--- src/hw/rtl/assert_macros.svh ---
// ----------------------------------------------------------------------------
// assertion macros
// concurrent checks sampled on clk_i and disabled while rst_ni is low
// ----------------------------------------------------------------------------
`ifndef ASSERT_MACROS_SVH
`define ASSERT_MACROS_SVH

`ifndef NO_ASSERTIONS

// property holds at every edge
`define RMLBP_ASSERT(label, prop, msg) \
  label: assert property (@(posedge clk_i) disable iff (!rst_ni) (prop)) \
    else $error(msg);

// consequent holds in the same cycle as the antecedent
`define RMLBP_ASSERT_IMPL(label, ante, cons, msg) \
  label: assert property (@(posedge clk_i) disable iff (!rst_ni) (ante) |-> (cons)) \
    else $error(msg);

// consequent holds in the cycle after the antecedent
`define RMLBP_ASSERT_NEXT(label, ante, cons, msg) \
  label: assert property (@(posedge clk_i) disable iff (!rst_ni) (ante) |=> (cons)) \
    else $error(msg);

`else

`define RMLBP_ASSERT(label, prop, msg)
`define RMLBP_ASSERT_IMPL(label, ante, cons, msg)
`define RMLBP_ASSERT_NEXT(label, ante, cons, msg)

`endif

`endif

--- src/hw/rtl/rmlbp_pkg.sv ---
// ----------------------------------------------------------------------------
// rmlbp_pkg
// shared widths, command codes and pipeline structs of the rotation-minimum
// lbp histogram block
// ----------------------------------------------------------------------------
package rmlbp_pkg;

  // field widths
  localparam int unsigned PIX_W      = 8;
  localparam int unsigned CODE_W     = 9;
  localparam int unsigned BIN_IDX_W  = 9;
  localparam int unsigned BIN_CNT_W  = 16;
  localparam int unsigned CMD_W      = 2;
  localparam int unsigned DIM_W      = 9;
  localparam int unsigned CFG_IDX_W  = 1;
  localparam int unsigned CFG_DATA_W = 9;

  // histogram and window geometry
  localparam int unsigned NUM_BINS   = 512;
  localparam int unsigned WIN_N      = 9;
  localparam int unsigned SUM_W      = 12;
  localparam int unsigned MIN_DIM    = 3;
  localparam int unsigned DIM_RESET  = 256;

  // result queue
  localparam int unsigned FIFO_DEPTH = 8;
  localparam int unsigned FIFO_PTR_W = $clog2(FIFO_DEPTH);
  localparam int unsigned FIFO_CNT_W = $clog2(FIFO_DEPTH + 1);

  // input commands
  typedef enum logic [CMD_W-1:0] {
    CMD_PUSH  = 2'd0,
    CMD_READ  = 2'd1,
    CMD_CLEAR = 2'd2
  } cmd_e;

  // configuration register indexes
  typedef enum logic [CFG_IDX_W-1:0] {
    REG_IMAGE_WIDTH  = 1'b0,
    REG_IMAGE_HEIGHT = 1'b1
  } cfg_reg_e;

  // nine window pixels, index 0 top-left to 8 bottom-right
  typedef logic [WIN_N-1:0][PIX_W-1:0] win_t;

  // per-transaction control carried down the pipeline
  typedef struct packed {
    logic                 valid;
    cmd_e                 cmd;
    logic                 emit;
    logic                 last;
    logic [BIN_IDX_W-1:0] bin;
  } ctl_t;

  // one result transaction
  typedef struct packed {
    logic                 code_valid;
    logic [CODE_W-1:0]    lbp_code;
    logic                 image_done;
    logic                 count_valid;
    logic [BIN_CNT_W-1:0] bin_count;
  } res_t;

  // histogram status toward the top level
  typedef struct packed {
    logic busy;
    logic drop;
  } hist_stat_t;

endpackage

--- src/hw/rtl/rmlbp_code.sv ---
// ----------------------------------------------------------------------------
// rmlbp_code
// mean threshold pattern, then minimum over the nine circular rotations
// ----------------------------------------------------------------------------
module rmlbp_code (
  input  logic                              clk_i,
  input  logic                              rst_ni,
  input  rmlbp_pkg::ctl_t                   ctl_i,
  input  rmlbp_pkg::win_t                   win_i,
  input  logic [rmlbp_pkg::SUM_W-1:0]       sum_i,
  output rmlbp_pkg::ctl_t                   ctl_o,
  output logic [rmlbp_pkg::BIN_IDX_W-1:0]   addr_o
);

  logic [rmlbp_pkg::CODE_W-1:0]     pat_d;
  logic [rmlbp_pkg::SUM_W-1:0]      prod;
  rmlbp_pkg::ctl_t                  ctl_s3_q;
  logic [rmlbp_pkg::CODE_W-1:0]     pat_s3_q;
  logic [rmlbp_pkg::CODE_W-1:0]     best;
  logic [rmlbp_pkg::CODE_W-1:0]     rot;
  logic [rmlbp_pkg::BIN_IDX_W-1:0]  addr_d;
  rmlbp_pkg::ctl_t                  ctl_s4_q;
  logic [rmlbp_pkg::BIN_IDX_W-1:0]  addr_s4_q;

  // bit 8-k set where 9*p[k] exceeds the window sum
  always_comb begin
    pat_d = '0;
    prod  = '0;
    for (int k = 0; k < rmlbp_pkg::WIN_N; k++) begin
      prod = (rmlbp_pkg::SUM_W'(win_i[k]) << 3) + rmlbp_pkg::SUM_W'(win_i[k]);
      pat_d[rmlbp_pkg::CODE_W-1-k] = (prod > sum_i);
    end
  end

  // stage 3 registers
  always_ff @(posedge clk_i or negedge rst_ni) begin
    if (!rst_ni) begin
      ctl_s3_q <= '0;
    end else begin
      ctl_s3_q <= ctl_i;
    end
  end

  always_ff @(posedge clk_i) begin
    pat_s3_q <= pat_d;
  end

  // smallest rotate-right of the pattern
  always_comb begin
    best = pat_s3_q;
    rot  = pat_s3_q;
    for (int j = 1; j < rmlbp_pkg::CODE_W; j++) begin
      rot = rmlbp_pkg::CODE_W'({pat_s3_q, pat_s3_q} >> j);
      if (rot < best) begin
        best = rot;
      end
    end
  end

  // bin reads use the requested index, pushes the code
  assign addr_d = (ctl_s3_q.cmd == rmlbp_pkg::CMD_READ) ? ctl_s3_q.bin : best;

  // stage 4 registers
  always_ff @(posedge clk_i or negedge rst_ni) begin
    if (!rst_ni) begin
      ctl_s4_q <= '0;
    end else begin
      ctl_s4_q <= ctl_s3_q;
    end
  end

  always_ff @(posedge clk_i) begin
    addr_s4_q <= addr_d;
  end

  assign ctl_o  = ctl_s4_q;
  assign addr_o = addr_s4_q;

endmodule

--- config.mk ---
export PLATFORM = sky130hd
export DESIGN_NAME = rmlbp_code
export DESIGN_NICKNAME = d
export VERILOG_FILES = /design/src/hw/rtl/assert_macros.svh /design/src/hw/rtl/rmlbp_pkg.sv /design/src/hw/rtl/rmlbp_code.sv
export SDC_FILE = /design/constraint.sdc
export NUM_CORES = 1
export LEC_CHECK = 0
export BUFFER_PORTS_ARGS = -buffer_cell sky130_fd_sc_hd__buf_4
export CORE_UTILIZATION = 40
export CTS_CLUSTER_DIAMETER = 100
export DETAILED_ROUTE_END_ITERATION = 8
export PLACE_DENSITY = 0.61
export SLEW_MARGIN = 10
export SYNTH_ARGS = -nofsm -noshare
export SYNTH_HDL_FRONTEND = slang
export SYNTH_SLANG_ARGS = --single-unit
export TNS_END_PERCENT = 5
--- constraint.sdc ---
create_clock -name clk_i -period 20.2 [get_ports clk_i]
set_input_delay 4.04 -clock clk_i [delete_from_list [all_inputs] [get_ports clk_i]]
set_output_delay 4.04 -clock clk_i [all_outputs]
set_load 0.05 [all_outputs]
== Yosys cells after proc, flatten, opt, wreduce, memory -nomap -nowiden ==
Cells that the tools add are included.

* Output and inout port bits: 23
* Bits in registers: 46
* Logic and storage cells: 48

* Add/subtract/negate cells: 9
* Muxes and demuxes: 9
* Equality and inequality tests: 1
* Order comparisons: 17

{| class="wikitable"
|+ Operator list
! kind !! count
|-
| adder 11 x 8 -> 12 bit || 9
|-
| greater-than comparator 12 bit || 9
|-
| two-way mux 9 bit || 9
|-
| < comparator 9 bit || 8
|-
| == test 2 x 1 -> 1 bit, second input constant || 1
|}

== Logic depth before layout (Yosys ltp) ==
* Depth in word-level cells: 17
* Gate-level depth with buffers: 89

== Worst setup path before layout ==
No wires, ideal clock.

* Path type: register to register
* Start point: register pat_s3_q[3] in the netlist's numbering
* End point: register addr_s4_q, in the netlist addr_o[6]
* Clock period less this slack: 15.376 ns
* Required time: 20.131 ns
* Setup slack: 4.824 ns
* Setup time: 0.069 ns
* Cell stages (with the launch flop): 86
* Data arrival time: 15.307 ns
* Path through: dfxtp_1 -> clkbuf_1 -> inv_1 -> ha_1 -> o21a_1 -> o2111a_1 -> a21oi_2 -> clkbuf_1 -> nor2_1 -> a21oi_1 -> ha_1 -> a211oi_1 -> o21bai_1 -> a211o_1 -> o32ai_4 -> clkbuf_1 -> nand2_1 -> o21ai_0 -> (+50 left out) -> ha_1 -> a21o_1 -> a21oi_1 -> and2_1 -> nand3_1 -> o221ai_2 -> a21oi_4 -> mux2_2 -> ha_1 -> a21o_1 -> a21o_1 -> a21oi_1 -> o21ai_0 -> inv_1 -> o31a_1 -> buf_6 -> mux2_1 -> o21ai_1

* Longest elaborated chain between the ends: 17

{| class="wikitable"
|+ Ends and longest elaborated chain
! element !! RTL line !! RTL
|-
| start, declared || rmlbp_code.sv:18 || <nowiki>logic [rmlbp_pkg::CODE_W-1:0] pat_s3_q;</nowiki>
|-
| start signal, assigned || rmlbp_code.sv:45 || <nowiki>pat_s3_q <= pat_d;</nowiki>
|-
| < comparator 9 bit || rmlbp_code.sv:54 || <nowiki>if (rot < best) begin</nowiki>
|-
| two-way mux 9 bit || rmlbp_code.sv:54 ||
|-
| < comparator 9 bit || rmlbp_code.sv:54 ||
|-
| two-way mux 9 bit || rmlbp_code.sv:54 ||
|-
| < comparator 9 bit || rmlbp_code.sv:54 ||
|-
| two-way mux 9 bit || rmlbp_code.sv:54 ||
|-
| < comparator 9 bit || rmlbp_code.sv:54 ||
|-
| two-way mux 9 bit || rmlbp_code.sv:54 ||
|-
| (+2 left out) || - ||
|-
| < comparator 9 bit || rmlbp_code.sv:54 ||
|-
| two-way mux 9 bit || rmlbp_code.sv:54 ||
|-
| < comparator 9 bit || rmlbp_code.sv:54 ||
|-
| two-way mux 9 bit || rmlbp_code.sv:54 ||
|-
| < comparator 9 bit || rmlbp_code.sv:54 ||
|-
| two-way mux 9 bit * || rmlbp_code.sv:54 ||
|-
| two-way mux 9 bit * || rmlbp_code.sv:61 || <nowiki>assign addr_d = (ctl_s3_q.cmd == rmlbp_pkg::CMD_READ) ? ctl_s3_q.bin : best;</nowiki>
|-
| named net addr_d, one bit || rmlbp_code.sv:21 || <nowiki>logic [rmlbp_pkg::BIN_IDX_W-1:0] addr_d;</nowiki>
|-
| end signal, assigned || rmlbp_code.sv:73 || <nowiki>addr_s4_q <= addr_d;</nowiki>
|-
| end, declared || rmlbp_code.sv:23 || <nowiki>logic [rmlbp_pkg::BIN_IDX_W-1:0] addr_s4_q;</nowiki>
|}

Mark *: on every way through the listed nets, which the timed path passes. The rest lies on a longest branch.

== Worst setup path in the final report ==
* Start point: register pat_s3_q[7] in the netlist's numbering
* End point: register addr_s4_q, in the netlist addr_o[1]

The elaborated chain is that of the path after synthesis.

==> metrics.md <==
| Metric | Value |
|---|---|
| Final Critical Period | 16.92 ns |
| Buf+Inv Stages, Crit Path | 7 |
| Placed wire-length estimate | 17.8 mm |
| Starting Density | 40.8% |
| Final Hold Viols | 0 |
| Skew final | 0.00775 ns |
| Hold Path Origin | ctl_s3_q[10] |
| Die Height | 146 microns |
| DR pass1 iterations | 5 |
| Max H-tree Level | 2 |
| DIE AREA | 0.0212 sq mm |
| RePlAce Congestion | 0.858 |
| Rows | 52 |
| Area post-placement | 0.00947 sq mm |
| Net count, final | 1422 |
| Core Footprint | 0.0202 sq mm |
| Top FF cell, synth | dfrtp_1 |
| Total power | 1.39 mW |
| Run status | finished, final reports clean |
| Routed WL | 22.3 mm |
| WP data arrival | 17.13 ns |
| Combinational power share | 85.5% |
| # setup viols final | 0 |
| Post-Synth XOR/XNOR Area | 5.73% |
| PD cells | 145 mW/mm^2 |
| RSZ-0062 raised after global routing | false |
| CTS tree | done |
| Max FO, Critical Path | 18 |
| Startpoint types | register |
| Clock network power share | 6.1% |
| WL/cell | 16.2 microns |
| Yosys warnings | 0 |
| DRC Markers | 0 |
| Final ANT Viol Nets | 0 |
| WHS | 0.350 ns |
| Clock sink total | 46 |
| Syn nets | 1306 |
| Hold Path Class | register to register |
| Least-Margin Pin Slew | 0.722 ns |
| Largest net degree at the start of global routing | 29 |
| Switching Share | 54.8% |
| Clock Tree Root | clkbuf_16 |
| Compound-Gate Fraction of Synth Area | 25.1% |
| Max Fclk | 0.0591 GHz |
| Crit path max-delay cell type | dfxtp_1 |
| All-Layer GR Usage | 21.2% |
| Area grow syn2layout | 16.6% |
| Psw | 0.762 mW |
| Final period utilization | 83.8% |
| Post-synthesis cell area | 0.00825 sq mm |
| Hold Buf Count CTS | 0 |
| Power Internal | 0.629 mW |
| Synth Register Bits | 46 |
| Worst-case vdd ir drop | 0.0902 mV |
| CTS buffer count | 5 |
| Fin Setup TNS | 0 ns |
| Mean cell area of the mapped netlist | 8.32 sq um |
| Vias per cell | 5.47 |
| Slew Limit Fails | 0 |
| Worst-skew pair later-pin latency | 0.29 ns |
| Vias in the first global route | 7452 |
| Most numerous cell on the critical path | a21oi_1 |
| Utilization after layout | 47.5% |
| DRT iter0 DRCs | 320 |
| Die Wd | 146 microns |
| Slew headroom | 51.8% |
| Cells after Synth | 991 |
| Type of the worst setup path | register to register |
| Leak pwr | 4.82 nW |
| Max-Cap Viols | 0 |
| Crit path max-delay family | compound AO/OA/AOI/OAI gates |
| Fraction of layout cells with a size suffix above 1 | 14.5% |
| Sequential share of power | 8.4% |
| Register area share after synthesis | 12.9% |
| Async SR Flop Fraction | 60.9% |
| # port buffers | 122 |
| Post-synth EDFFs | 0 |
| Synth cell types | 76 |
| CTS max path bufs | 2 |
| GRT overflow | 0 |
| Finished Cell Area | 0.00962 sq mm |
| Crit. End Element | register |
| Vias | 7537 |
| Post-synthesis simple-gate area fraction | 15.4% |
| Io pins | 123 |
| Largest family of logic cells by synthesized area | adder cells |
| Worst EP required | 20.41 ns |
| Multiplexer share of the synthesized area | 3.02% |
| Reg clk slew, reported paths | 0.07 ns |
| Crit. Startpoint | pat_s3_q[7] |
| Initial antenna violation count | 0 |
| Diodes inserted | 0 |
| R2r startpoint | pat_s3_q[7] |
| CTS resizes | 0 |
| Adder-Cell Fraction of Synth Area | 33.4% |
| CP peak stage delay | 0.79 ns |
| First-pass GRT wire length | 36.9 mm |
| Post-CTS setup buffer count | 0 |
worst reg2reg max path: cells and delay by family, from the launching register on:
kind,cells,cell delay (ns)
compound gates,40,9.41
fa+ha+maj,8,2.49
simple gates,18,2.17
buf+inv,7,1.03
mux,3,0.94
flops,1,0.79
placed cells by master, fill, tap and decap left out, types with 7 or more instances in the layout:
master	Yosys	final
and2_1	7	7
dfrtp_1	28	28
nand2_1	57	57
o21ai_1	9	9
nand3_1	10	10
o31ai_1	8	8
fa_1	9	9
a21o_1	56	56
a21oi_1	81	81
xor2_1	18	18
o21bai_1	10	10
nor2_1	79	79
nor2b_1	27	27
nand4_1	29	29
buf_4	1	129
o21ai_0	48	48
dfxtp_1	18	18
nor3_1	27	27
xnor2_1	36	36
inv_1	70	70
nand2b_1	14	14
ha_1	206	206
mux2i_1	11	11
o2111a_1	10	10
a2111oi_0	9	9
metrics by stage:
step / worst slack [ns] / cells
2_1_floorplan: 4.82 / 991
3_3_place_gp: 3.84 / 1370
5_1_grt: 1.79 / 1378
3_5_place_dp: 3.46 / 1370
6_report: 3.28 / 1378
4_1_cts: 3.42 / 1378
Yosys cell counts, types with 3 or more instances:
| cell type | count | area (sq um) |
|---|---|---|
| a31oi_1 | 3 | 18.8 |
| o21ai_0 | 48 | 240 |
| o21ai_1 | 9 | 45.0 |
| o31ai_1 | 8 | 60.1 |
| and2_1 | 7 | 43.8 |
| a22o_1 | 4 | 35.0 |
| a21oi_1 | 81 | 405 |
| fa_1 | 9 | 180 |
| nand2b_1 | 14 | 87.6 |
| o21bai_1 | 10 | 75.1 |
| o2111a_1 | 10 | 113 |
| a211oi_1 | 6 | 45.0 |
| dfrtp_1 | 28 | 701 |
| and4_1 | 4 | 35.0 |
| o21a_1 | 5 | 37.5 |
| nand3_1 | 10 | 50.1 |
| dfxtp_1 | 18 | 360 |
| nor2_1 | 79 | 297 |
| mux2i_1 | 11 | 110 |
| nor2b_1 | 27 | 169 |
| xnor2_1 | 36 | 315 |
| nor3_1 | 27 | 135 |
| o22ai_1 | 5 | 31.3 |
| a21o_1 | 56 | 420 |
| nand2_1 | 57 | 214 |
| ha_1 | 206 | 2580 |
| mux2_1 | 5 | 56.3 |
| mux2_2 | 6 | 67.6 |
| a211o_1 | 3 | 26.3 |
| xor2_1 | 18 | 158 |
| and3_1 | 5 | 31.3 |
| nand4_1 | 29 | 181 |
| a2111oi_0 | 9 | 78.8 |
| clkbuf_1 | 16 | 60.1 |
| inv_1 | 70 | 263 |
worst paths after layout:
kind,slack (ns),cells after the start,end
setup / recovery,3.28,76,addr_o[1]
hold / removal,0.35,0,ctl_o[10]
setup reg to reg,3.28,76,addr_o[1]
hold reg to reg,0.35,0,ctl_o[10]
max in group asynchronous,16.28,1,ctl_o[6]
min in group asynchronous,3.66,1,ctl_o[12]
registers in the layout (all words and copies together), names as in the netlist:
signal and cells:
ctl_o 14, ctl_s3_q 14, addr_o 9, pat_s3_q 9
power by group through the flow:
stage | Clock [mW] | Sequential, mW | Combinational, mW
2_1_floorplan | 0 | 0.152 | 0.920
3_3_place_gp | 0 | 0.119 | 1.16
3_5_place_dp | 0 | 0.119 | 1.17
6_report | 0.0843 | 0.117 | 1.19
4_1_cts | 0.0864 | 0.117 | 1.18
5_1_grt | 0.0900 | 0.119 | 1.34
area by class of cell:
class | instances | area [sq um]
Fill cell | 2035 | 10600
Multi-Input combinational cell | 852 | 6820
Sequential cell | 46 | 1060
Timing Repair Buffer | 129 | 968
Tap cell | 270 | 338
Inverter | 73 | 274
Clock buffer | 5 | 125
Clock inverter | 3 | 28.8
per-layer routing:
layer	vias up	global-route usage, %	wire length, microns
met5	-	0	0
met4	0	2.53	101
met3	10	1.88	881
met2	171	36.4	10400
met1	3447	29.5	10900
li1	3909	-	-
logic make-up after synthesis:
kind of cell,count (synthesis)
AO/OA/AOI/OAI,297
AND/OR/NAND/NOR,263
adder cells (fa/ha/maj),215
buffers and inverters,93
XOR/XNOR,54
flip-flops,46
multiplexers,23
Note: power is estimated with default switching activity, not from simulation.
