`config.mk`:
```
export PLATFORM = sky130hd
export DESIGN_NAME = rmlbp_window
export DESIGN_NICKNAME = d
export VERILOG_FILES = /design/src/hw/rtl/assert_macros.svh /design/src/hw/rtl/rmlbp_pkg.sv /design/src/hw/rtl/rmlbp_window.sv
export SDC_FILE = /design/constraint.sdc
export NUM_CORES = 2
export LEC_CHECK = 0
export ABC_AREA = 0
export BUFFER_PORTS_ARGS = -buffer_cell sky130_fd_sc_hd__buf_2
export CORE_MARGIN = 2
export CORE_UTILIZATION = 45
export DETAILED_ROUTE_END_ITERATION = 10
export PLACE_DENSITY = 0.69
export SYNTH_ARGS = -nofsm -noshare
export SYNTH_HDL_FRONTEND = slang
export SYNTH_SLANG_ARGS = --single-unit
export TNS_END_PERCENT = 100
```
`constraint.sdc`:
```
create_clock -name clk_i -period 8.65 [get_ports clk_i]
set_input_delay 2.1625 -clock clk_i [delete_from_list [all_inputs] [get_ports clk_i]]
set_output_delay 2.1625 -clock clk_i [all_outputs]
set_load 0.05 [all_outputs]
```
`src/hw/rtl/assert_macros.svh`:
```
// ----------------------------------------------------------------------------
// assertion macros
// concurrent checks sampled on clk_i and disabled while rst_ni is low
// ----------------------------------------------------------------------------
`ifndef ASSERT_MACROS_SVH
`define ASSERT_MACROS_SVH

`ifndef NO_ASSERTIONS

// property holds at every edge
`define RMLBP_ASSERT(label, prop, msg) \
  label: assert property (@(posedge clk_i) disable iff (!rst_ni) (prop)) \
    else $error(msg);

// consequent holds in the same cycle as the antecedent
`define RMLBP_ASSERT_IMPL(label, ante, cons, msg) \
  label: assert property (@(posedge clk_i) disable iff (!rst_ni) (ante) |-> (cons)) \
    else $error(msg);

// consequent holds in the cycle after the antecedent
`define RMLBP_ASSERT_NEXT(label, ante, cons, msg) \
  label: assert property (@(posedge clk_i) disable iff (!rst_ni) (ante) |=> (cons)) \
    else $error(msg);

`else

`define RMLBP_ASSERT(label, prop, msg)
`define RMLBP_ASSERT_IMPL(label, ante, cons, msg)
`define RMLBP_ASSERT_NEXT(label, ante, cons, msg)

`endif

`endif

```
`src/hw/rtl/rmlbp_pkg.sv`:
```
// ----------------------------------------------------------------------------
// rmlbp_pkg
// shared widths, command codes and pipeline structs of the rotation-minimum
// lbp histogram block
// ----------------------------------------------------------------------------
package rmlbp_pkg;

  // field widths
  localparam int unsigned PIX_W      = 8;
  localparam int unsigned CODE_W     = 9;
  localparam int unsigned BIN_IDX_W  = 9;
  localparam int unsigned BIN_CNT_W  = 16;
  localparam int unsigned CMD_W      = 2;
  localparam int unsigned DIM_W      = 9;
  localparam int unsigned CFG_IDX_W  = 1;
  localparam int unsigned CFG_DATA_W = 9;

  // histogram and window geometry
  localparam int unsigned NUM_BINS   = 512;
  localparam int unsigned WIN_N      = 9;
  localparam int unsigned SUM_W      = 12;
  localparam int unsigned MIN_DIM    = 3;
  localparam int unsigned DIM_RESET  = 256;

  // result queue
  localparam int unsigned FIFO_DEPTH = 8;
  localparam int unsigned FIFO_PTR_W = $clog2(FIFO_DEPTH);
  localparam int unsigned FIFO_CNT_W = $clog2(FIFO_DEPTH + 1);

  // input commands
  typedef enum logic [CMD_W-1:0] {
    CMD_PUSH  = 2'd0,
    CMD_READ  = 2'd1,
    CMD_CLEAR = 2'd2
  } cmd_e;

  // configuration register indexes
  typedef enum logic [CFG_IDX_W-1:0] {
    REG_IMAGE_WIDTH  = 1'b0,
    REG_IMAGE_HEIGHT = 1'b1
  } cfg_reg_e;

  // nine window pixels, index 0 top-left to 8 bottom-right
  typedef logic [WIN_N-1:0][PIX_W-1:0] win_t;

  // per-transaction control carried down the pipeline
  typedef struct packed {
    logic                 valid;
    cmd_e                 cmd;
    logic                 emit;
    logic                 last;
    logic [BIN_IDX_W-1:0] bin;
  } ctl_t;

  // one result transaction
  typedef struct packed {
    logic                 code_valid;
    logic [CODE_W-1:0]    lbp_code;
    logic                 image_done;
    logic                 count_valid;
    logic [BIN_CNT_W-1:0] bin_count;
  } res_t;

  // histogram status toward the top level
  typedef struct packed {
    logic busy;
    logic drop;
  } hist_stat_t;

endpackage

```
`src/hw/rtl/rmlbp_window.sv`:
```
// ----------------------------------------------------------------------------
// rmlbp_window
// two line stores and the 3x3 window; registers the nine pixels and their sum
// ----------------------------------------------------------------------------
module rmlbp_window #(
  parameter int unsigned MAX_WIDTH = 256
) (
  input  logic                              clk_i,
  input  logic                              rst_ni,
  input  rmlbp_pkg::ctl_t                   ctl_i,
  input  logic [$clog2(MAX_WIDTH)-1:0]      col_i,
  input  logic [rmlbp_pkg::PIX_W-1:0]       pixel_i,
  output rmlbp_pkg::ctl_t                   ctl_o,
  output rmlbp_pkg::win_t                   win_o,
  output logic [rmlbp_pkg::SUM_W-1:0]       sum_o
);

  localparam int unsigned CW   = $clog2(MAX_WIDTH);
  localparam int unsigned WC_N = 6;

  logic [rmlbp_pkg::PIX_W-1:0] top_mem [MAX_WIDTH];
  logic [rmlbp_pkg::PIX_W-1:0] mid_mem [MAX_WIDTH];

  logic                                   push_acc;
  rmlbp_pkg::ctl_t                        ctl_s1_q;
  logic [CW-1:0]                          col_s1_q;
  logic [rmlbp_pkg::PIX_W-1:0]            pix_s1_q;
  logic [rmlbp_pkg::PIX_W-1:0]            top_rd_q;
  logic [rmlbp_pkg::PIX_W-1:0]            mid_rd_q;
  logic [WC_N-1:0][rmlbp_pkg::PIX_W-1:0]  wc_q;
  logic                                   s1_push;
  logic                                   s1_clear;
  rmlbp_pkg::win_t                        win_d;
  logic [rmlbp_pkg::SUM_W-1:0]            sum_d;
  rmlbp_pkg::ctl_t                        ctl_s2_q;
  rmlbp_pkg::win_t                        win_s2_q;
  logic [rmlbp_pkg::SUM_W-1:0]            sum_s2_q;

  assign push_acc = ctl_i.valid && (ctl_i.cmd == rmlbp_pkg::CMD_PUSH);
  assign s1_push  = ctl_s1_q.valid && (ctl_s1_q.cmd == rmlbp_pkg::CMD_PUSH);
  assign s1_clear = ctl_s1_q.valid && (ctl_s1_q.cmd == rmlbp_pkg::CMD_CLEAR);

  // middle row store: read old pixel and store the new one at the same column
  always_ff @(posedge clk_i) begin
    if (push_acc) begin
      mid_rd_q       <= mid_mem[col_i];
      mid_mem[col_i] <= pixel_i;
    end
  end

  // top row store read at accept
  always_ff @(posedge clk_i) begin
    if (push_acc) begin
      top_rd_q <= top_mem[col_i];
    end
  end

  // top row store takes the old middle pixel in the cycle after accept
  always_ff @(posedge clk_i) begin
    if (s1_push) begin
      top_mem[col_s1_q] <= mid_rd_q;
    end
  end

  // stage 1 control
  always_ff @(posedge clk_i or negedge rst_ni) begin
    if (!rst_ni) begin
      ctl_s1_q <= '0;
    end else begin
      ctl_s1_q <= ctl_i;
    end
  end

  // stage 1 payload
  always_ff @(posedge clk_i) begin
    col_s1_q <= col_i;
    pix_s1_q <= pixel_i;
  end

  // window assembly and pixel sum
  always_comb begin
    win_d[0] = wc_q[0];
    win_d[3] = wc_q[1];
    win_d[6] = wc_q[2];
    win_d[1] = wc_q[3];
    win_d[4] = wc_q[4];
    win_d[7] = wc_q[5];
    win_d[2] = top_rd_q;
    win_d[5] = mid_rd_q;
    win_d[8] = pix_s1_q;
    sum_d = '0;
    for (int k = 0; k < rmlbp_pkg::WIN_N; k++) begin
      sum_d = sum_d + rmlbp_pkg::SUM_W'(win_d[k]);
    end
  end

  // previous two columns shift on every push and are zeroed by a clear
  always_ff @(posedge clk_i or negedge rst_ni) begin
    if (!rst_ni) begin
      wc_q <= '0;
    end else if (s1_clear) begin
      wc_q <= '0;
    end else if (s1_push) begin
      wc_q[0] <= wc_q[3];
      wc_q[1] <= wc_q[4];
      wc_q[2] <= wc_q[5];
      wc_q[3] <= top_rd_q;
      wc_q[4] <= mid_rd_q;
      wc_q[5] <= pix_s1_q;
    end
  end

  // stage 2 registers
  always_ff @(posedge clk_i or negedge rst_ni) begin
    if (!rst_ni) begin
      ctl_s2_q <= '0;
    end else begin
      ctl_s2_q <= ctl_s1_q;
    end
  end

  always_ff @(posedge clk_i) begin
    win_s2_q <= win_d;
    sum_s2_q <= sum_d;
  end

  assign ctl_o = ctl_s2_q;
  assign win_o = win_s2_q;
  assign sum_o = sum_s2_q;

endmodule

```
Word level (Yosys, flattened, before mapping)
Memories as Yosys holds them, arrays and structs flattened. A register that Yosys moved wholly into a read port is not among the register bits.
Index checks and enable logic that the tools add are counted.

storage, ports and cells
  register bits = 176
  latch bits = 0
  bits in writable memories = 4096
  memory bits (read-only) = 0
  input bits = 32
  word-level logic and storage cells = 51
  memories kept = 2

cells by class
  add/sub/neg operators = 8
  multipliers = 0
  div/mod/pow operators = 0
  order comparisons = 0
  equality and inequality tests = 1
  shift-type cells = 0
  muxes and demuxes = 6
  bitwise gates (word level) = 0
  reduce and logical (&&, ||, !) cells = 6

memory list
  memory   depth  width  read ports  clocked after Yosys merged registers in  wr ports  RTL line            source
  mid_mem  256    8      1           1                                        1         rmlbp_window.sv:22  logic [rmlbp_pkg::PIX_W-1:0] mid_mem [MAX_WIDTH];
  top_mem  256    8      1           1                                        1         rmlbp_window.sv:21  logic [rmlbp_pkg::PIX_W-1:0] top_mem [MAX_WIDTH];

operators with widths
  operator            number
  $mux 48             2
  $add 12x8->12       4
  $add 11x8->12       1
  $add 10x8->11       1
  $add 9x8->10        1
  $add 8x8->9         1
  $logic_not 2->1     2
  $mux 1              4
  $logic_and 1x1->1   3
  $eq 2x2->1 const B  1
  $reduce_bool 2->1   1

Logic depth before layout (Yosys ltp)
  word-level depth = 8
  mapped depth = 17
  mapped depth without buffers = 17

Worst setup path before layout
Ideal clock, no wire load.

  path type = reg-to-reg
  from = reg mid_rd_q[1] (netlist bit) (read register of mid_mem)
  to = reg sum_s2_q (netlist bit sum_o[10])
  library setup time = 0.127 ns
  data arrival time = 7.095 ns
  data required time = 8.523 ns
  slack = 1.429 ns
  stages on the path, launching flop included = 16
  buffers on the path = 0
  period minus slack after synthesis = 7.221 ns
  cells stage by stage = edfxtp_1 inv_1 fa_1 fa_1 fa_1 fa_1 inv_1 ha_1 fa_1 a21oi_1 nor2_1 nor2_1 o21bai_1 a21oi_1 o21ai_0 xor2_1

on the way
  word-level cells in the longest chain between the ends = 4

ends and longest elaborated chain
  item                        RTL line             source
  from (decl)                 rmlbp_window.sv:29   logic [rmlbp_pkg::PIX_W-1:0] mid_rd_q;
  $add 12x8->12 (4 in a row)  rmlbp_window.sv:93   sum_d = sum_d + rmlbp_pkg::SUM_W'(win_d[k]);
  net sum_d, one bit          rmlbp_window.sv:34   logic [rmlbp_pkg::SUM_W-1:0] sum_d;
  to (signal assigned)        rmlbp_window.sv:124  sum_s2_q <= sum_d;
  to (decl)                   rmlbp_window.sv:37   logic [rmlbp_pkg::SUM_W-1:0] sum_s2_q;

The timed path passes the listed nets, and every way through them passes these cells.
A chain may end at the register's enable or synchronous reset.

==> impl_summary.md <==
Run status
The flow ran to the end, and the final reports show no timing, DRC or antenna violations.

Worst setup path
The critical path launch point type is a primary input. The maximum fanout along the worst path is 95. The cell that appears most often on the critical path is sky130_fd_sc_hd__buf_4. The critical path crosses 10 cells after its start point. For this run, the slowest stage of the critical path takes 0.59 ns.

The cell family contributing the most delay on the critical path is buffers and inverters. For the worst setup path, the data arrival time is 6.44 ns. The slack of the worst reg-to-reg path is 3.67 ns.

The type of the setup path with the least slack is in -> reg. The library cell contributing the largest single delay on the critical path is sky130_fd_sc_hd__buf_4. The required time of the worst setup path is 9.29 ns.

The critical path goes through buf_12 -> buf_4 -> buf_4 -> buf_4 -> mux4_2 -> a221oi_1 -> o22ai_1 -> o21ai_1 -> o21ai_1 -> nand3b_1. The nature of the critical path endpoint is a flop. The beginning of the worst register-to-register path is mid_rd_q[1].

The worst flop-to-flop path endpoint is sum_o[10]. The number of buffers and inverters on the critical path is 4. The depth of the most critical reg-to-reg path is 16.

Synth
After synthesis the cells add up to 163000 um^2. By area the synthesized netlist is led by sky130_fd_sc_hd__edfxtp_1 (76%), sky130_fd_sc_hd__mux4_2 (14%), sky130_fd_sc_hd__dfxtp_1 (1.2%), sky130_fd_sc_hd__nor2_1 (1.2%), sky130_fd_sc_hd__a221oi_1 (1.2%). The Yosys step of the flow raised 0 warnings. The synthesized-area fraction occupied by ao, oa, aoi and oai cells is 3.64%. In the synthesized netlist the dominant register cell turns out to be sky130_fd_sc_hd__edfxtp_1. The register bit count reported by yosys is 4288.

The synthesized netlist devotes 0.0376% of its cell area to XOR and XNOR gates. The count of cell types in the netlist is 39. The main combinational cell family by area after synthesis is multiplexers. The number of cells produced by synthesis is 7439. Counting flops with a built-in enable in the synthesized netlist gives 4112. The share of Yosys cell area claimed by the top area cell type is 75.7%. The synthesized netlist devotes 0.763% of its cell area to adder and majority cells. The sequential cell area fraction in the yosys report is 78.1%. The cell type contributing the most total cell area after synthesis is sky130_fd_sc_hd__edfxtp_1.

Dividing the synthesized area by the synthesized cell count gives 21.9 um^2. In the synthesized netlist, mux cells make up 14.1% of the area. The fraction of registers with async set or reset after synthesis is 1.77%.

Summing the areas of all and, or, nand and nor instances in the mapped netlist gives 1.82% of the synthesized area. The synthesized netlist net count is 7538.

Floorplan
The x dimension of the die is 606 um. The number of primary I/O pins is 130. The initial utilization of the core area, before any placement, comes to 45.1%.

The die area is 367000 um^2. The number of cell rows is 221. The die is 606 um tall. The area of the placeable core is 362000 um^2.

STA
Based on the critical path, the design can be clocked at up to 0.172 GHz. The relative slew slack is 20.6%. The period utilization is 67.1%.

The shortest period the worst path allows is 5.80 ns. Setup repair after global routing left no endpoint under its margin. Once routing completed, OpenROAD measured the worst setup slack at 2.85 ns.

The total of endpoints with negative setup slack in the final report is 0. The transition time of the tightest slew-check pin is 1.17 ns. The final sum of negative setup slack is 0 ns. The final number of max-transition violations was 0. The final-report hold violation count is 0.

The worst-case clock skew is 0.0940 ns.

Routing
The vias per cell is 6.11. Dividing the detail-routed wire length by the instance count gives 30.1 um. The remaining antenna violation count after routing is 0. The routed layout has 78353 vias. Summed over all layers, the routed wires come to 386000 um. The number of remaining DRC errors is 0. The first TritonRoute pass finished after 7 iterations. The DRC marker count from the first detailed-route iteration is 9945.

GRT
The total overflow left after global routing is 0. The first global-routing pass estimated 561000 um of wire. The pin count of the biggest net entering global routing is 201.

Global routing used 20.8% of the available tracks. The number of antenna violations at the first check in global routing is 13. The via count of the first global-routing pass was 79303.

CTS
The hold buffer count at CTS is 0. The H-tree was split into 5 levels. In this run the post-CTS setup repair buffer count came out at 0.

The number of clock buffers added by TritonCTS is 417. TritonCTS built the clock tree. The number of cells upsized or downsized after cts is 0. The clock passes through at most 4 buffers. Clock-pin slew was measured on the worst setup and hold paths at 0.06 ns. The clock network latency to the later pin of the worst-skew pair is 0.98 ns.

The buffer type at the clock tree root is sky130_fd_sc_hd__clkbuf_16. The TritonCTS sink count is 4288.

Power
The total net switching power is 9300 uW. The internal power is 34100 uW. In this run, the combinational gates consume 5.8% of the power. The power density normalized to cell area is 237 nW/um^2. The clock share of power is 41.7%. The analysis attributes to cell leakage a power of 0.0554 uW.

The maximum vdd drop is 0.245 mV. Net switching is 21.4% of the power. Sequential cells burn 52.6% of the power.

Placement
At the placement stage, the worst setup path has a slack of 1.81 ns. Routability-driven placement finished with a final weighted congestion of 0.817. Port buffering added 129 buffers. Summed over all nets, the half-perimeter wirelength after detailed placement is 223000 um.

Run
Across the run, the number of max-cap violations was 0.

Hold path
Along the worst hold path, the cell count comes to 0. The worst min-delay path category is reg -> reg. The start point of the worst hold path is ctl_s1_q[2].

The endpoint with the worst hold slack is ctl_o[2].

Final layout
Once layout is complete, the utilization of the core stands at 50.5%. Leaving out fill and tap cells, the most frequent cell in the layout is sky130_fd_sc_hd__edfxtp_1. Of the cells placed in the final design, the portion with a size suffix greater than 1 is 24.1%. The area growth from synthesis to layout is 12.1%. In the layout the commonest cells are sky130_fd_sc_hd__edfxtp_1 (4112), sky130_fd_sc_hd__mux4_2 (1024), sky130_fd_sc_hd__nor2_1 (522). In the final design database the tool counted 7772 nets.
==> per-layer routing <==
metal / vias up / routed length [um] / global-route usage, %
met5: - / 32 / 0
met4: 4 / 13200 / 7.10
met3: 667 / 34700 / 3.62
met2: 4196 / 191000 / 34.2
met1: 41703 / 147000 / 28.3
li1: 31783 / - / -
==> state kept, by name, summed over array words and instances (netlist names) <==
signal,cells
col_s1_q,8
ctl_o,14
ctl_s1_q,14
mid_mem,2048
mid_rd_q,8
pix_s1_q,8
sum_o,12
top_mem,2048
top_rd_q,8
wc_q,48
win_o,72
==> Yosys cell counts, types with 4 or more instances <==
cell type                  count
sky130_fd_sc_hd__a21oi_1      39
sky130_fd_sc_hd__a221oi_1    224
sky130_fd_sc_hd__a22o_1      224
sky130_fd_sc_hd__a22oi_1      64
sky130_fd_sc_hd__buf_1        45
sky130_fd_sc_hd__buf_2        81
sky130_fd_sc_hd__buf_4        36
sky130_fd_sc_hd__buf_6        18
sky130_fd_sc_hd__clkbuf_1    281
sky130_fd_sc_hd__dfrtp_1      76
sky130_fd_sc_hd__dfxtp_1     100
sky130_fd_sc_hd__edfxtp_1   4112
sky130_fd_sc_hd__fa_1         54
sky130_fd_sc_hd__ha_1         13
sky130_fd_sc_hd__inv_1        84
sky130_fd_sc_hd__mux4_2     1024
sky130_fd_sc_hd__nand2_1     101
sky130_fd_sc_hd__nand2b_1     33
sky130_fd_sc_hd__nand3_1      16
sky130_fd_sc_hd__nand3b_1     15
sky130_fd_sc_hd__nor2_1      524
sky130_fd_sc_hd__nor2b_1      13
sky130_fd_sc_hd__nor3_1       16
sky130_fd_sc_hd__o21ai_0      60
sky130_fd_sc_hd__o21ai_1      35
sky130_fd_sc_hd__o22ai_1     112
sky130_fd_sc_hd__o31ai_1      18
sky130_fd_sc_hd__xnor2_1       4
==> power groups by stage <==
stage / clock network [uW] / registers, uW / logic (uW)
final: 18100 / 22800 / 2500
after detailed placement: 0 / 23300 / 2520
after global placement: 0 / 23300 / 2500
after global routing: 19100 / 22800 / 2710
after CTS: 18300 / 22800 / 2530
after floorplan: 0 / 23500 / 1430
==> final cells by class <==
type                            count  area (um^2)
Multi-Input combinational cell   2606        33400
Clock buffer                      524        11300
Timing Repair Buffer              276         2080
Fill cell                       27894       179000
Clock inverter                    244         2310
Tap cell                         4794         6000
Antenna cell                       10         25.0
Inverter                           84          315
Sequential cell                  4288       127000
==> kinds of logic after synthesis <==
logic type	count (synthesis)
flip-flops	4288
multiplexers	1024
AO/OA/AOI/OAI	780
AND/OR/NAND/NOR	728
buffers and inverters	545
adder cells (fa/ha/maj)	67
XOR/XNOR	7
==> per-stage QoR <==
stage,hold WS [ns],power [uW],area (um^2),std cells
floorplan,0.331,24900,163000,7439
global placement,0.332,25800,169000,12048
detailed placement,0.335,25800,169000,12048
CTS,0.348,43600,183000,12816
global route,0.353,44600,183000,12818
finish,0.347,43400,183000,12826
==> how the worst max path moves through the flow <==
stage / slack, ns / end / start
6_report: 2.85 / top_rd_q[5] / col_i[0]
5_1_grt: 2.52 / top_rd_q[2] / col_i[0]
4_1_cts: 2.73 / top_rd_q[2] / col_i[0]
3_5_place_dp: 1.81 / top_rd_q[5] / col_i[0]
3_3_place_gp: 1.80 / top_rd_q[5] / col_i[0]
2_1_floorplan: 1.43 / sum_o[10] / mid_rd_q[1]
Power figures use the tool's default switching activity.
