$ cat config.mk
export PLATFORM = sky130hd
export DESIGN_NAME = rmlbp_fifo
export DESIGN_NICKNAME = d
export VERILOG_FILES = /design/src/hw/rtl/rmlbp_pkg.sv /design/src/hw/rtl/rmlbp_fifo.sv
export VERILOG_INCLUDE_DIRS = /design/src /design/src/hw/rtl
export SDC_FILE = /design/constraint.sdc
export NUM_CORES = 1
export LEC_CHECK = 0
export ABC_AREA = 1
export BUFFER_PORTS_ARGS = -buffer_cell sky130_fd_sc_hd__buf_4
export CAP_MARGIN = 10
export CORE_MARGIN = 2
export CORE_UTILIZATION = 65
export DETAILED_ROUTE_END_ITERATION = 7
export MAX_ROUTING_LAYER = met4
export PLACE_DENSITY = 0.84
export SLEW_MARGIN = 20
export SYNTH_ARGS = -nofsm -noshare
export SYNTH_HDL_FRONTEND = slang
export SYNTH_SLANG_ARGS = --single-unit
$ cat constraint.sdc
create_clock -name clk_i -period 4.4 [get_ports clk_i]
set_clock_uncertainty 0.05 [all_clocks]
set_input_delay 0.44 -clock clk_i [delete_from_list [all_inputs] [get_ports clk_i]]
set_output_delay 0.44 -clock clk_i [all_outputs]
set_load 0.02 [all_outputs]
$ cat src/hw/rtl/assert_macros.svh
// ----------------------------------------------------------------------------
// assertion macros
// concurrent checks sampled on clk_i and disabled while rst_ni is low
// ----------------------------------------------------------------------------
`ifndef ASSERT_MACROS_SVH
`define ASSERT_MACROS_SVH

`ifndef NO_ASSERTIONS

// property holds at every edge
`define RMLBP_ASSERT(label, prop, msg) \
  label: assert property (@(posedge clk_i) disable iff (!rst_ni) (prop)) \
    else $error(msg);

// consequent holds in the same cycle as the antecedent
`define RMLBP_ASSERT_IMPL(label, ante, cons, msg) \
  label: assert property (@(posedge clk_i) disable iff (!rst_ni) (ante) |-> (cons)) \
    else $error(msg);

// consequent holds in the cycle after the antecedent
`define RMLBP_ASSERT_NEXT(label, ante, cons, msg) \
  label: assert property (@(posedge clk_i) disable iff (!rst_ni) (ante) |=> (cons)) \
    else $error(msg);

`else

`define RMLBP_ASSERT(label, prop, msg)
`define RMLBP_ASSERT_IMPL(label, ante, cons, msg)
`define RMLBP_ASSERT_NEXT(label, ante, cons, msg)

`endif

`endif

$ cat src/hw/rtl/rmlbp_pkg.sv
// ----------------------------------------------------------------------------
// rmlbp_pkg
// shared widths, command codes and pipeline structs of the rotation-minimum
// lbp histogram block
// ----------------------------------------------------------------------------
package rmlbp_pkg;

  // field widths
  localparam int unsigned PIX_W      = 8;
  localparam int unsigned CODE_W     = 9;
  localparam int unsigned BIN_IDX_W  = 9;
  localparam int unsigned BIN_CNT_W  = 16;
  localparam int unsigned CMD_W      = 2;
  localparam int unsigned DIM_W      = 9;
  localparam int unsigned CFG_IDX_W  = 1;
  localparam int unsigned CFG_DATA_W = 9;

  // histogram and window geometry
  localparam int unsigned NUM_BINS   = 512;
  localparam int unsigned WIN_N      = 9;
  localparam int unsigned SUM_W      = 12;
  localparam int unsigned MIN_DIM    = 3;
  localparam int unsigned DIM_RESET  = 256;

  // result queue
  localparam int unsigned FIFO_DEPTH = 8;
  localparam int unsigned FIFO_PTR_W = $clog2(FIFO_DEPTH);
  localparam int unsigned FIFO_CNT_W = $clog2(FIFO_DEPTH + 1);

  // input commands
  typedef enum logic [CMD_W-1:0] {
    CMD_PUSH  = 2'd0,
    CMD_READ  = 2'd1,
    CMD_CLEAR = 2'd2
  } cmd_e;

  // configuration register indexes
  typedef enum logic [CFG_IDX_W-1:0] {
    REG_IMAGE_WIDTH  = 1'b0,
    REG_IMAGE_HEIGHT = 1'b1
  } cfg_reg_e;

  // nine window pixels, index 0 top-left to 8 bottom-right
  typedef logic [WIN_N-1:0][PIX_W-1:0] win_t;

  // per-transaction control carried down the pipeline
  typedef struct packed {
    logic                 valid;
    cmd_e                 cmd;
    logic                 emit;
    logic                 last;
    logic [BIN_IDX_W-1:0] bin;
  } ctl_t;

  // one result transaction
  typedef struct packed {
    logic                 code_valid;
    logic [CODE_W-1:0]    lbp_code;
    logic                 image_done;
    logic                 count_valid;
    logic [BIN_CNT_W-1:0] bin_count;
  } res_t;

  // histogram status toward the top level
  typedef struct packed {
    logic busy;
    logic drop;
  } hist_stat_t;

endpackage

$ cat src/hw/rtl/rmlbp_fifo.sv
// ----------------------------------------------------------------------------
// rmlbp_fifo
// result queue between the pipeline and the output channel
// ----------------------------------------------------------------------------
`include "assert_macros.svh"

module rmlbp_fifo (
  input  logic                              clk_i,
  input  logic                              rst_ni,
  input  logic                              wr_valid_i,
  input  rmlbp_pkg::res_t                   wr_data_i,
  input  logic                              rd_ready_i,
  output logic                              rd_valid_o,
  output rmlbp_pkg::res_t                   rd_data_o
);

  rmlbp_pkg::res_t                     mem_q [rmlbp_pkg::FIFO_DEPTH];
  logic [rmlbp_pkg::FIFO_PTR_W-1:0]    wr_ptr_q;
  logic [rmlbp_pkg::FIFO_PTR_W-1:0]    rd_ptr_q;
  logic [rmlbp_pkg::FIFO_CNT_W-1:0]    cnt_q;
  logic                                pop;

  assign rd_valid_o = (cnt_q != '0);
  assign rd_data_o  = mem_q[rd_ptr_q];
  assign pop        = rd_valid_o && rd_ready_i;

  // entry storage
  always_ff @(posedge clk_i) begin
    if (wr_valid_i) begin
      mem_q[wr_ptr_q] <= wr_data_i;
    end
  end

  // pointers and fill count
  always_ff @(posedge clk_i or negedge rst_ni) begin
    if (!rst_ni) begin
      wr_ptr_q <= '0;
      rd_ptr_q <= '0;
      cnt_q    <= '0;
    end else begin
      if (wr_valid_i) begin
        wr_ptr_q <= wr_ptr_q + rmlbp_pkg::FIFO_PTR_W'(1);
      end
      if (pop) begin
        rd_ptr_q <= rd_ptr_q + rmlbp_pkg::FIFO_PTR_W'(1);
      end
      cnt_q <= cnt_q + rmlbp_pkg::FIFO_CNT_W'(wr_valid_i) - rmlbp_pkg::FIFO_CNT_W'(pop);
    end
  end

  // checks
  `RMLBP_ASSERT_IMPL(a_fifo_no_overflow, wr_valid_i,
                     cnt_q != rmlbp_pkg::FIFO_CNT_W'(rmlbp_pkg::FIFO_DEPTH),
                     "result written into a full queue")

endmodule

Word level (Yosys, flattened, before mapping). Memory sizes are Yosys's and may differ from the RTL's. Index checks and enable logic that the tools add are counted. W data, S select, Z words.

$add $sub $neg: 4. Muxes and demuxes: 2. Reductions and logical operators: 2.

Operator list (count): $add A3 B1 Y3 const B (2); $add A4 B1 Y4 (1); $reduce_bool A4 Y1 (1); $sub A4 B1 Y4 (1); $mux W1 (2); $logic_and A1 B1 Y1 (1).

Register bits after elaboration: 10. Bits in writable memories: 224. Bits of input ports: 32. Output and inout port bits: 29. Memories kept: 1.

Memory list: mem_q (words 8, bits a word 28, rd ports 1, clocked after memory_dff 0, write ports 1, line rmlbp_fifo.sv:17) `rmlbp_pkg::res_t mem_q [rmlbp_pkg::FIFO_DEPTH];`.

Depth between registers and ports, before layout. Gate-level depths: netlist of the first run.

Word-level depth: 3. Depth in mapped cells: 11. Gate-level depth less buffers: 11.

Worst setup path before layout of the first run. Ideal clock, no wire load.

Path kind: in2reg. Start: input wr_valid_i. End: memory mem_q[0][0] (netlist name) (enable). Library setup time: 0.413 ns. Data arrival time: 1.980 ns. Data required time: 3.937 ns. Setup slack: 1.957 ns. Cell stages on the path: 3. Cell sequence: inv_1 -> or2_2 -> nor2_1.

Word-level cells in the longest chain between the ends: 2.

Ends and longest elaborated chain: start, declared (line rmlbp_fifo.sv:10) `input logic wr_valid_i,`; $mux W1 (line rmlbp_fifo.sv:29) `if (wr_valid_i) begin`; $mux W1 (not written as such) (line rmlbp_fifo.sv:30) `mem_q[wr_ptr_q] <= wr_data_i;`; end, declared (line rmlbp_fifo.sv:17).

Every way passes these cells.

==> impl_metrics.tcl, run 1 <==
set metrics [dict create \
    status "finished, final reports clean" \
    min_period_over_period 0.660 \
    die_x_um 130 \
    grt_pass1_vias 6493 \
    rows 46 \
    diodes 0 \
    core_um2 15700 \
    grt_start_max_net_pins 114 \
    final_common_cell "nand2_1" \
    leakagePower_uw 0.00543 \
    synth_ff_type "edfxtp_1" \
    cts_tree "done" \
    whs_ns 0.120 \
    arrival_ns 2.41 \
    tns_ns 0 \
    hold_viol 0 \
    post-route-util 0.740 \
    cts.sink_count 234 \
    synth_top_area_frac 0.650 \
    nNetsFinal 1123 \
    grtUsageTotal 0.258 \
    drcViolationCount 0 \
    synth_area_leaders "edfxtp_1, nand2_1, inv_1, nand3_1, dfrtp_1" \
    vias 6845 \
    port_buffers 60 \
    wl_per_cell_um 15.6 \
    grt_antenna_before_repair 0 \
    peakVddDrop_mv 0.501 \
    cts_buffer_depth 3 \
    ys_async_sr_fraction 0.0427 \
    num_io_pins 61 \
    layout_common_cells "nand2_1, inv_1, edfxtp_1, nand3_1, buf_4" \
    syn_avg_cell_area_um2 10.0 \
    rsz0062_at_grt "no" \
    slew_violations 0 \
    clk_pin_slew_ns 0.06 \
    clock-root-buffer "clkbuf_16" \
    viasPerCell 5.21 \
    wl_um 20400 \
    setup_violations 0 \
    netlist_instances 1034 \
    initial_core_util 0.659 \
    synth_edf_count 224 \
    critical_path_class "reg2out" \
    gp_congestion 0.760 \
    insertion_delay_ns 0.50 \
    numCtsBuffers 23 \
    hold_path.class "in2reg" \
    seq_area_frac_synth 0.674 \
    htreeDepth 1 \
    first_iter_violations 659 \
    tightest_slew_ns 1.12 \
    netlist_area_um2 10300 \
    placedCellCount 1272 \
    fin_crit_ns 2.90 \
    startpoint_type "flip-flop" \
    synth_nets 1074 \
    fillCellCount 999 \
    drive_above_1_share 0.101 \
    yosysTopAreaCell "edfxtp_1" \
    worstPathMaxFanout 39 \
    cap_violations 0 \
    required_ns 3.91 \
    ys_warn_count 0 \
    yosysUniqueCellTypes 20 \
    dpl.hpwl_um 10600 \
    setup.worst_path.end_class "output port" \
    drtPass1Iterations 5 \
    ys_seq_elements 234 \
    die_y_um 130 \
    die_area_um2 16900 \
    grt_pass1_wl_um 32000 \
    timing.fmax_mhz 344 \
    final-instance-count-excl-fill 1314 \
    final_antenna_net_count 0 \
    grt_overflow 0 \
    power.density_nw_per_um2 638 \
    area_delta_synth_final_pct 12.4 \
    slew_headroom 0.250 \
]
==> synth_stat cells (all sizes together) (2+ instances only) <==
master	instances
nand2	377
buf	39
ha	7
clkbuf	3
edfxtp	224
nand3	114
xnor2	2
xor2	3
dfrtp	10
o21ai	3
inv	241
nor2	8
==> routing by layer <==
layer	wire, µm	global-route usage
met4	365	0.0930
met5	0	-
met3	1270	0.0394
met1	8240	0.320
met2	10600	0.435
==> logic make-up after synthesis <==
family                     count (synthesis)  synth area share
xor gates and xnor gates                   5           0.00423
buffers and inverters                    283             0.114
and+or+nand+nor                          500             0.195
AOI/OAI and AO/OA                          4           0.00193
adders and majority gates                  8            0.0104
DFF                                      234             0.674
==> stage by stage <==
stage | total power, µW | area, µm² | setup slack (ns)
after global placement | 5540 | 10900 | 2.01
after floorplan | 4820 | 10300 | 1.96
after CTS | 7430 | 11600 | 1.28
after detailed placement | 5640 | 10900 | 1.90
final | 7420 | 11600 | 1.50
after global routing | 7850 | 11600 | 1.35
==> what timing repair did <==
| item | CTS | global route |
|---|---|---|
| gates resized for setup | 0 | 0 |
| setup buffers | 0 | 0 |
| hold endpoints to repair | 10 | 0 |
| hold buffers | 1 | 0 |
==> worst paths after layout <==
check	depth (start not counted)	slack, ns	end	startpoint
worst min register to register	2	0.48	wr_ptr_q[0]	wr_ptr_q[0]
worst max register to register	11	2.22	cnt_q[2]	cnt_q[2]
worst min-delay path	1	0.12	mem_q[4][18]	wr_data_i[18]
max in group asynchronous	2	3.86	rd_ptr_q[0]	rst_ni
min in group asynchronous	2	0.26	wr_ptr_q[0]	rst_ni
worst max-delay path	7	1.50	rd_data_o[26]	rd_ptr_q[1]
==> layout make-up <==
class	count	area, µm²	area share
multi-input cells	517	2250	0.194
repair buffers	66	522	0.0449
well taps	216	270	0.0232
flip-flops and latches	234	6980	0.600
inverters	241	910	0.0782
clock inverters	10	71.3	0.00613
clock buffers	30	622	0.0535
==> worst max-delay path: stages (launching register included) <==
cell and delay [ns]:
dfrtp_2 0.40, inv_2 0.60, buf_4 0.39, nand3_1 0.12, nand2_1 0.07, nand2_1 0.05
nand2_1 0.11, buf_4 0.15
==> sequential cells by signal, summed over array words and instances (netlist names) <==
| name | cells |
|---|---|
| wr_ptr_q | 3 |
| cnt_q | 4 |
| mem_q | 224 |
| rd_ptr_q | 3 |
==> power breakdown <==
group / leakage, µW / internal (µW) / switching [µW]
clock: 0.000346 / 1050 / 760
sequential: 0.00215 / 2720 / 75.3
combinational: 0.00293 / 899 / 1910
total: 0.00543 / 4670 / 2750
No activity file was read; power rests on OpenSTA's default activity.
==> run 2, diff against run 1 <==
--- a/config.mk
+++ b/config.mk
@@ -10,10 +10,10 @@
 export BUFFER_PORTS_ARGS = -buffer_cell sky130_fd_sc_hd__buf_4
 export CAP_MARGIN = 10
 export CORE_MARGIN = 2
-export CORE_UTILIZATION = 65
+export CORE_UTILIZATION = 61
 export DETAILED_ROUTE_END_ITERATION = 7
 export MAX_ROUTING_LAYER = met4
-export PLACE_DENSITY = 0.84
+export PLACE_DENSITY = 0.8
 export SLEW_MARGIN = 20
 export SYNTH_ARGS = -nofsm -noshare
 export SYNTH_HDL_FRONTEND = slang
==> constraint.sdc (replaced) <==
create_clock -name clk_i -period 2.7 [get_ports clk_i]
set_clock_uncertainty 0.05 [all_clocks]
set_input_delay 0.27 -clock clk_i [delete_from_list [all_inputs] [get_ports clk_i]]
set_output_delay 0.27 -clock clk_i [all_outputs]
set_load 0.02 [all_outputs]
==> run 2 against run 1 <==
Compared with the run above:
- wire length up 6.6%
- setup slack worse by 1.3 ns
- combinational power rose by 74%
- flip-flop and latch count unchanged
- clock power grew 66%
==> impl_metrics.tcl, run 2 (synthesis results as in run 1) <==
set metrics [dict create \
    die_x_um 134 \
    cts.sink_count 234 \
    htreeDepth 1 \
    peakVddDrop_mv 0.771 \
    cap_violations 0 \
    port_buffers 60 \
    arrival_ns 2.20 \
    hold_viol 0 \
    layout_common_cells "nand2_1, inv_1, edfxtp_1, nand3_1, buf_4" \
    initial_core_util 0.624 \
    vias 6919 \
    diodes 0 \
    slew_violations 0 \
    grt_pass1_vias 6827 \
    grt_overflow 0 \
    viasPerCell 5.08 \
    fin_crit_ns 2.52 \
    cts_buffer_depth 3 \
    post_cts_resized 0 \
    area_delta_synth_final_pct 17.2 \
    num_io_pins 61 \
    worstPathMaxFanout 39 \
    setup.worst_path.end_class "output port" \
    timing.fmax_mhz 397 \
    grt_start_max_net_pins 114 \
    required_ns 2.38 \
    status "finished, final reports clean" \
    startpoint_type "flip-flop" \
    setup_violations 0 \
    drive_above_1_share 0.104 \
    clk_pin_slew_ns 0.06 \
    wl_per_cell_um 16.0 \
    die_area_um2 18000 \
    cts_tree "done" \
    grt_pass1_wl_um 34000 \
    leakagePower_uw 0.00564 \
    hold_path.class "in2async" \
    final_antenna_net_count 0 \
    drcViolationCount 0 \
    numCtsBuffers 23 \
    placed_cell_area_um2 11100 \
    top_register "mem_q" \
    first_iter_violations 832 \
    power.density_nw_per_um2 1030 \
    dpl.hpwl_um 11900 \
    seqCellArea_um2 6980 \
    rows 47 \
    tightest_slew_ns 0.729 \
    fin_area_um2 12100 \
    critical_path_class "reg2out" \
    clock-root-buffer "clkbuf_16" \
    insertion_delay_ns 0.49 \
    top_regs "mem_q (224), cnt_q (4)" \
    pre_cts_ws_ns 0.544 \
    worst_slack_ns 0.179 \
    rsz0062_at_grt "no" \
    tns_ns 0 \
    core_um2 16600 \
    final_common_cell "nand2_1" \
    largest_reg_flops 224 \
    grtUsageTotal 0.253 \
    min_period_over_period 0.934 \
    fillCellCount 1079 \
    slew_headroom 0.513 \
    wl_um 21800 \
    grt_antenna_before_repair 0 \
    multi_input_area_um2 2250 \
    drtPass1Iterations 5 \
    gp_congestion 0.835 \
    nNetsFinal 1165 \
    die_y_um 134 \
]
==> run 2: cell types whose count changed in the layout (fill, tap and decap cells not counted), moves of 2 or more <==
| cell | change |
|---|---|
| clkbuf_1 | +4 |
| clkinv_1 | +2 |
| buf_12 | +10 |
| buf_4 | +5 |
| dlygate4sd3_1 | +29 |
| clkinv_2 | -5 |
| clkbuf_8 | -2 |
==> run 2: stage by stage <==
stage | power (µW) | instances | hold WS, ns | util
after floorplan | 7850 | 1034 | -0.0756 | -
after global placement | 9270 | 1290 | 0.0562 | 0.671
after detailed placement | 9450 | 1290 | 0.0565 | 0.671
after CTS | 12500 | 1361 | 0.0751 | 0.731
after global routing | 13200 | 1361 | 0.0856 | 0.731
final | 12500 | 1361 | 0.0871 | 0.731
==> run 2: timing repair <==
| item | in CTS | in global routing |
|---|---|---|
| endpoints found under the hold margin | 236 | 0 |
| hold buffers | 30 | 0 |
| buffers inserted | 0 | 0 |
==> run 2: area by class of cell <==
class,instances,area share
Tap cell,220,0.0227
Clock inverter,9,0.00763
Clock buffer,32,0.0502
Sequential cell,234,0.576
Timing Repair Buffer,108,0.0833
Multi-Input combinational cell,517,0.186
Inverter,241,0.0748
==> run 2: worst max-delay path: stages, from the launching register on <==
cell and delay (ns):
dfrtp_4 0.50, inv_4 0.36, buf_4 0.31, nand2_1 0.09
nand3_1 0.09, nand2_1 0.06, nand2_1 0.05, nand2_1 0.07
buf_4 0.16
==> run 2: path summary, 6_finish.rpt <==
check / from / end / slack [ns] / cells after the start
min in group clk_i: rd_ready_i / rd_ptr_q[0] / 0.09 / 3
max in group asynchronous: rst_ni / rd_ptr_q[0] / 2.34 / 2
setup / recovery: rd_ptr_q[0] / rd_data_o[21] / 0.18 / 8
hold / removal: rst_ni / wr_ptr_q[2] / 0.09 / 2
hold reg to reg: wr_ptr_q[0] / wr_ptr_q[0] / 0.49 / 2
setup reg to reg: cnt_q[2] / cnt_q[2] / 0.55 / 11
==> run 2: per-layer routing <==
metal  GRT usage  part of all wire  vias to the layer above
li1            -                 -                     3378
met2       0.421              0.50                      260
met4      0.0924             0.026                        0
met1       0.321              0.40                     3230
met3      0.0348             0.071                       51
met5           -                 0                        -
==> run 2: report_power, final <==
part	total, µW	internal (µW)	leakage (µW)	switching (µW)
clock network	3000	1760	0.000338	1240
registers	4550	4430	0.00215	123
logic	4900	1650	0.00315	3250
total	12500	7840	0.00564	4620
==> run 3, diff against run 2 <==
--- a/config.mk
+++ b/config.mk
@@ -10,10 +10,11 @@
 export BUFFER_PORTS_ARGS = -buffer_cell sky130_fd_sc_hd__buf_4
 export CAP_MARGIN = 10
 export CORE_MARGIN = 2
-export CORE_UTILIZATION = 61
+export CORE_UTILIZATION = 63
+export CTS_BUF_LIST = sky130_fd_sc_hd__clkbuf_8
 export DETAILED_ROUTE_END_ITERATION = 7
 export MAX_ROUTING_LAYER = met4
-export PLACE_DENSITY = 0.8
+export PLACE_DENSITY = 0.82
 export SLEW_MARGIN = 20
 export SYNTH_ARGS = -nofsm -noshare
 export SYNTH_HDL_FRONTEND = slang
==> constraint.sdc (replaced) <==
create_clock -name clk_i -period 2.7 [get_ports clk_i]
set_clock_uncertainty 0.05 [all_clocks]
set_input_delay 0.27 -clock clk_i [delete_from_list [all_inputs] [get_ports clk_i]]
set_output_delay 0.27 -clock clk_i [all_outputs]
set_load 0.005 [all_outputs]
==> run 3 against run 2 <==
Compared with the run above:
- via count rose by 3.3%
- sequential share of layout area rose by 0.077 points
- final cell count rose by 1.7%
- count of clock-buffer cells in the layout rose by 9
- clock power barely moved
- critical path type unchanged
- critical endpoint is now rd_data_o[26]
==> impl_metrics.tcl, run 3 (synthesis results as in run 1) <==
set metrics [dict create \
    critical-path-top-delay-family "buffers and inverters" \
    diodes 0 \
    grt_start_max_net_pins 114 \
    required_ns 2.38 \
    min_period_over_period 0.941 \
    fin_crit_ns 2.54 \
    die_y_um 132 \
    initial_core_util 0.649 \
    wl_um 22400 \
    clock-root-buffer "clkbuf_8" \
    drtPass1Iterations 7 \
    layout_common_cells "nand2_1, inv_1, edfxtp_1, nand3_1, buf_4" \
    numCtsBuffers 38 \
    insertion_delay_ns 0.54 \
    cpPeakStageDelay_ns 0.51 \
    htreeDepth 2 \
    setup.worst_path.end_class "output port" \
    largest_reg_flops 224 \
    grt_pass1_vias 7195 \
    final-instance-count-excl-fill 1384 \
    leakagePower_uw 0.00569 \
    worstPathMaxFanout 37 \
    power.density_nw_per_um2 984 \
    hold_viol 0 \
    die_x_um 132 \
    dpl.hpwl_um 11300 \
    cts_buffer_depth 3 \
    hold_path.class "in2async" \
    wl_per_cell_um 16.2 \
    rows 46 \
    crit_path_frequent_cell "nand2_1" \
    grt_overflow 0 \
    num_io_pins 61 \
    top_regs "mem_q (224), cnt_q (4)" \
    core_um2 15900 \
    tightest_slew_ns 0.750 \
    setup_violations 0 \
    slew_headroom 0.500 \
    tns_ns 0 \
    grtUsageTotal 0.272 \
    clk_pin_slew_ns 0.06 \
    port_buffers 60 \
    rsz0062_at_grt "no" \
    status "finished, final reports clean" \
    grt_antenna_before_repair 0 \
    arrival_ns 2.22 \
    final_antenna_net_count 0 \
    worst_slack_ns 0.160 \
    pre_cts_ws_ns 0.550 \
    first_iter_violations 539 \
    cpMaxStageDelayCell "dfrtp_4" \
    gp_congestion 0.778 \
    nNetsFinal 1179 \
    drive_above_1_share 0.120 \
    finalPower_uw 11900 \
    cts.sink_count 234 \
    drcViolationCount 0 \
    timing.fmax_mhz 394 \
    cap_violations 0 \
    cts_setup_buffers 0 \
    critical_path_class "reg2out" \
    path_buf_inv 3 \
    area_delta_synth_final_pct 17.1 \
    cts_tree "done" \
    vias 7147 \
    slew_violations 0 \
    peakVddDrop_mv 0.948 \
    viasPerCell 5.16 \
    startpoint_type "flip-flop" \
    fillCellCount 973 \
    placedCellCount 1285 \
    final_common_cell "nand2_1" \
    die_area_um2 17500 \
    crit_chain "inv_6 -> buf_4 -> nand2_1 -> nand3_1 -> nand2_1 -> nand2_1 -> nand2_1 -> buf_4" \
    top_register "mem_q" \
    grt_pass1_wl_um 35800 \
]
## run 3: worst reg2reg max path, cell delays in order (launching register included)
cell and delay (ns):
dfrtp_1 0.36, inv_1 0.08, ha_1 0.14, nand3_1 0.10
nand2_1 0.14, inv_1 0.09, ha_1 0.27, inv_1 0.06
ha_1 0.15, inv_1 0.06, fa_1 0.40, xnor2_1 0.14
## run 3: repair_timing
| action | 4_1_cts | 5_1_grt |
|---|---|---|
| endpoints found under the setup margin | 0 | 1 |
| endpoints found under the hold margin | 237 | 0 |
| hold buffers | 30 | 0 |
| resized for setup | 0 | 1 |
## run 3: layer usage
| layer | vias to the layer above | part of all wire | global-route usage |
|---|---|---|---|
| met2 | 323 | 0.51 | 0.462 |
| met1 | 3357 | 0.38 | 0.335 |
| met3 | 47 | 0.085 | 0.0488 |
| met4 | 0 | 0.021 | 0.0821 |
| li1 | 3420 | - | - |
| met5 | - | 0 | - |
## run 3: power breakdown
part	internal [µW]	total (µW)	leakage (µW)	switching, µW
sequential	4430	4560	0.00215	128
clock	1600	2980	0.000405	1380
combinational	1580	4380	0.00313	2800
## run 3: per-stage QoR
stage	instance area, µm²	hold WS, ns	utilization
floorplan	10300	-0.0756	-
global placement	11100	0.0539	0.695
detailed placement	11100	0.0565	0.695
CTS	12100	0.0224	0.760
global route	12100	0.0372	0.760
finish	12100	0.0447	0.760
## run 3: area by class of cell
| cell class | instances | area [µm²] | share of cell area |
|---|---|---|---|
| flip-flops and latches | 234 | 6980 | 0.576 |
| multi-input cells | 517 | 2250 | 0.186 |
| repair buffers | 107 | 966 | 0.0797 |
| inverters | 241 | 910 | 0.0751 |
| clock buffers | 41 | 564 | 0.0466 |
| well taps | 216 | 270 | 0.0223 |
| clock inverters | 28 | 169 | 0.0139 |
## run 3: worst paths after layout
kind	from	end	cells after the start	slack, ns
max reg2reg	cnt_q[2]	cnt_q[2]	11	0.55
max	rd_ptr_q[0]	rd_data_o[26]	8	0.16
min	rst_ni	wr_ptr_q[0]	2	0.04
min in group clk_i	rd_ready_i	rd_ptr_q[2]	4	0.05
max in group asynchronous	rst_ni	rd_ptr_q[0]	2	2.38
min reg2reg	wr_ptr_q[0]	wr_ptr_q[0]	2	0.49
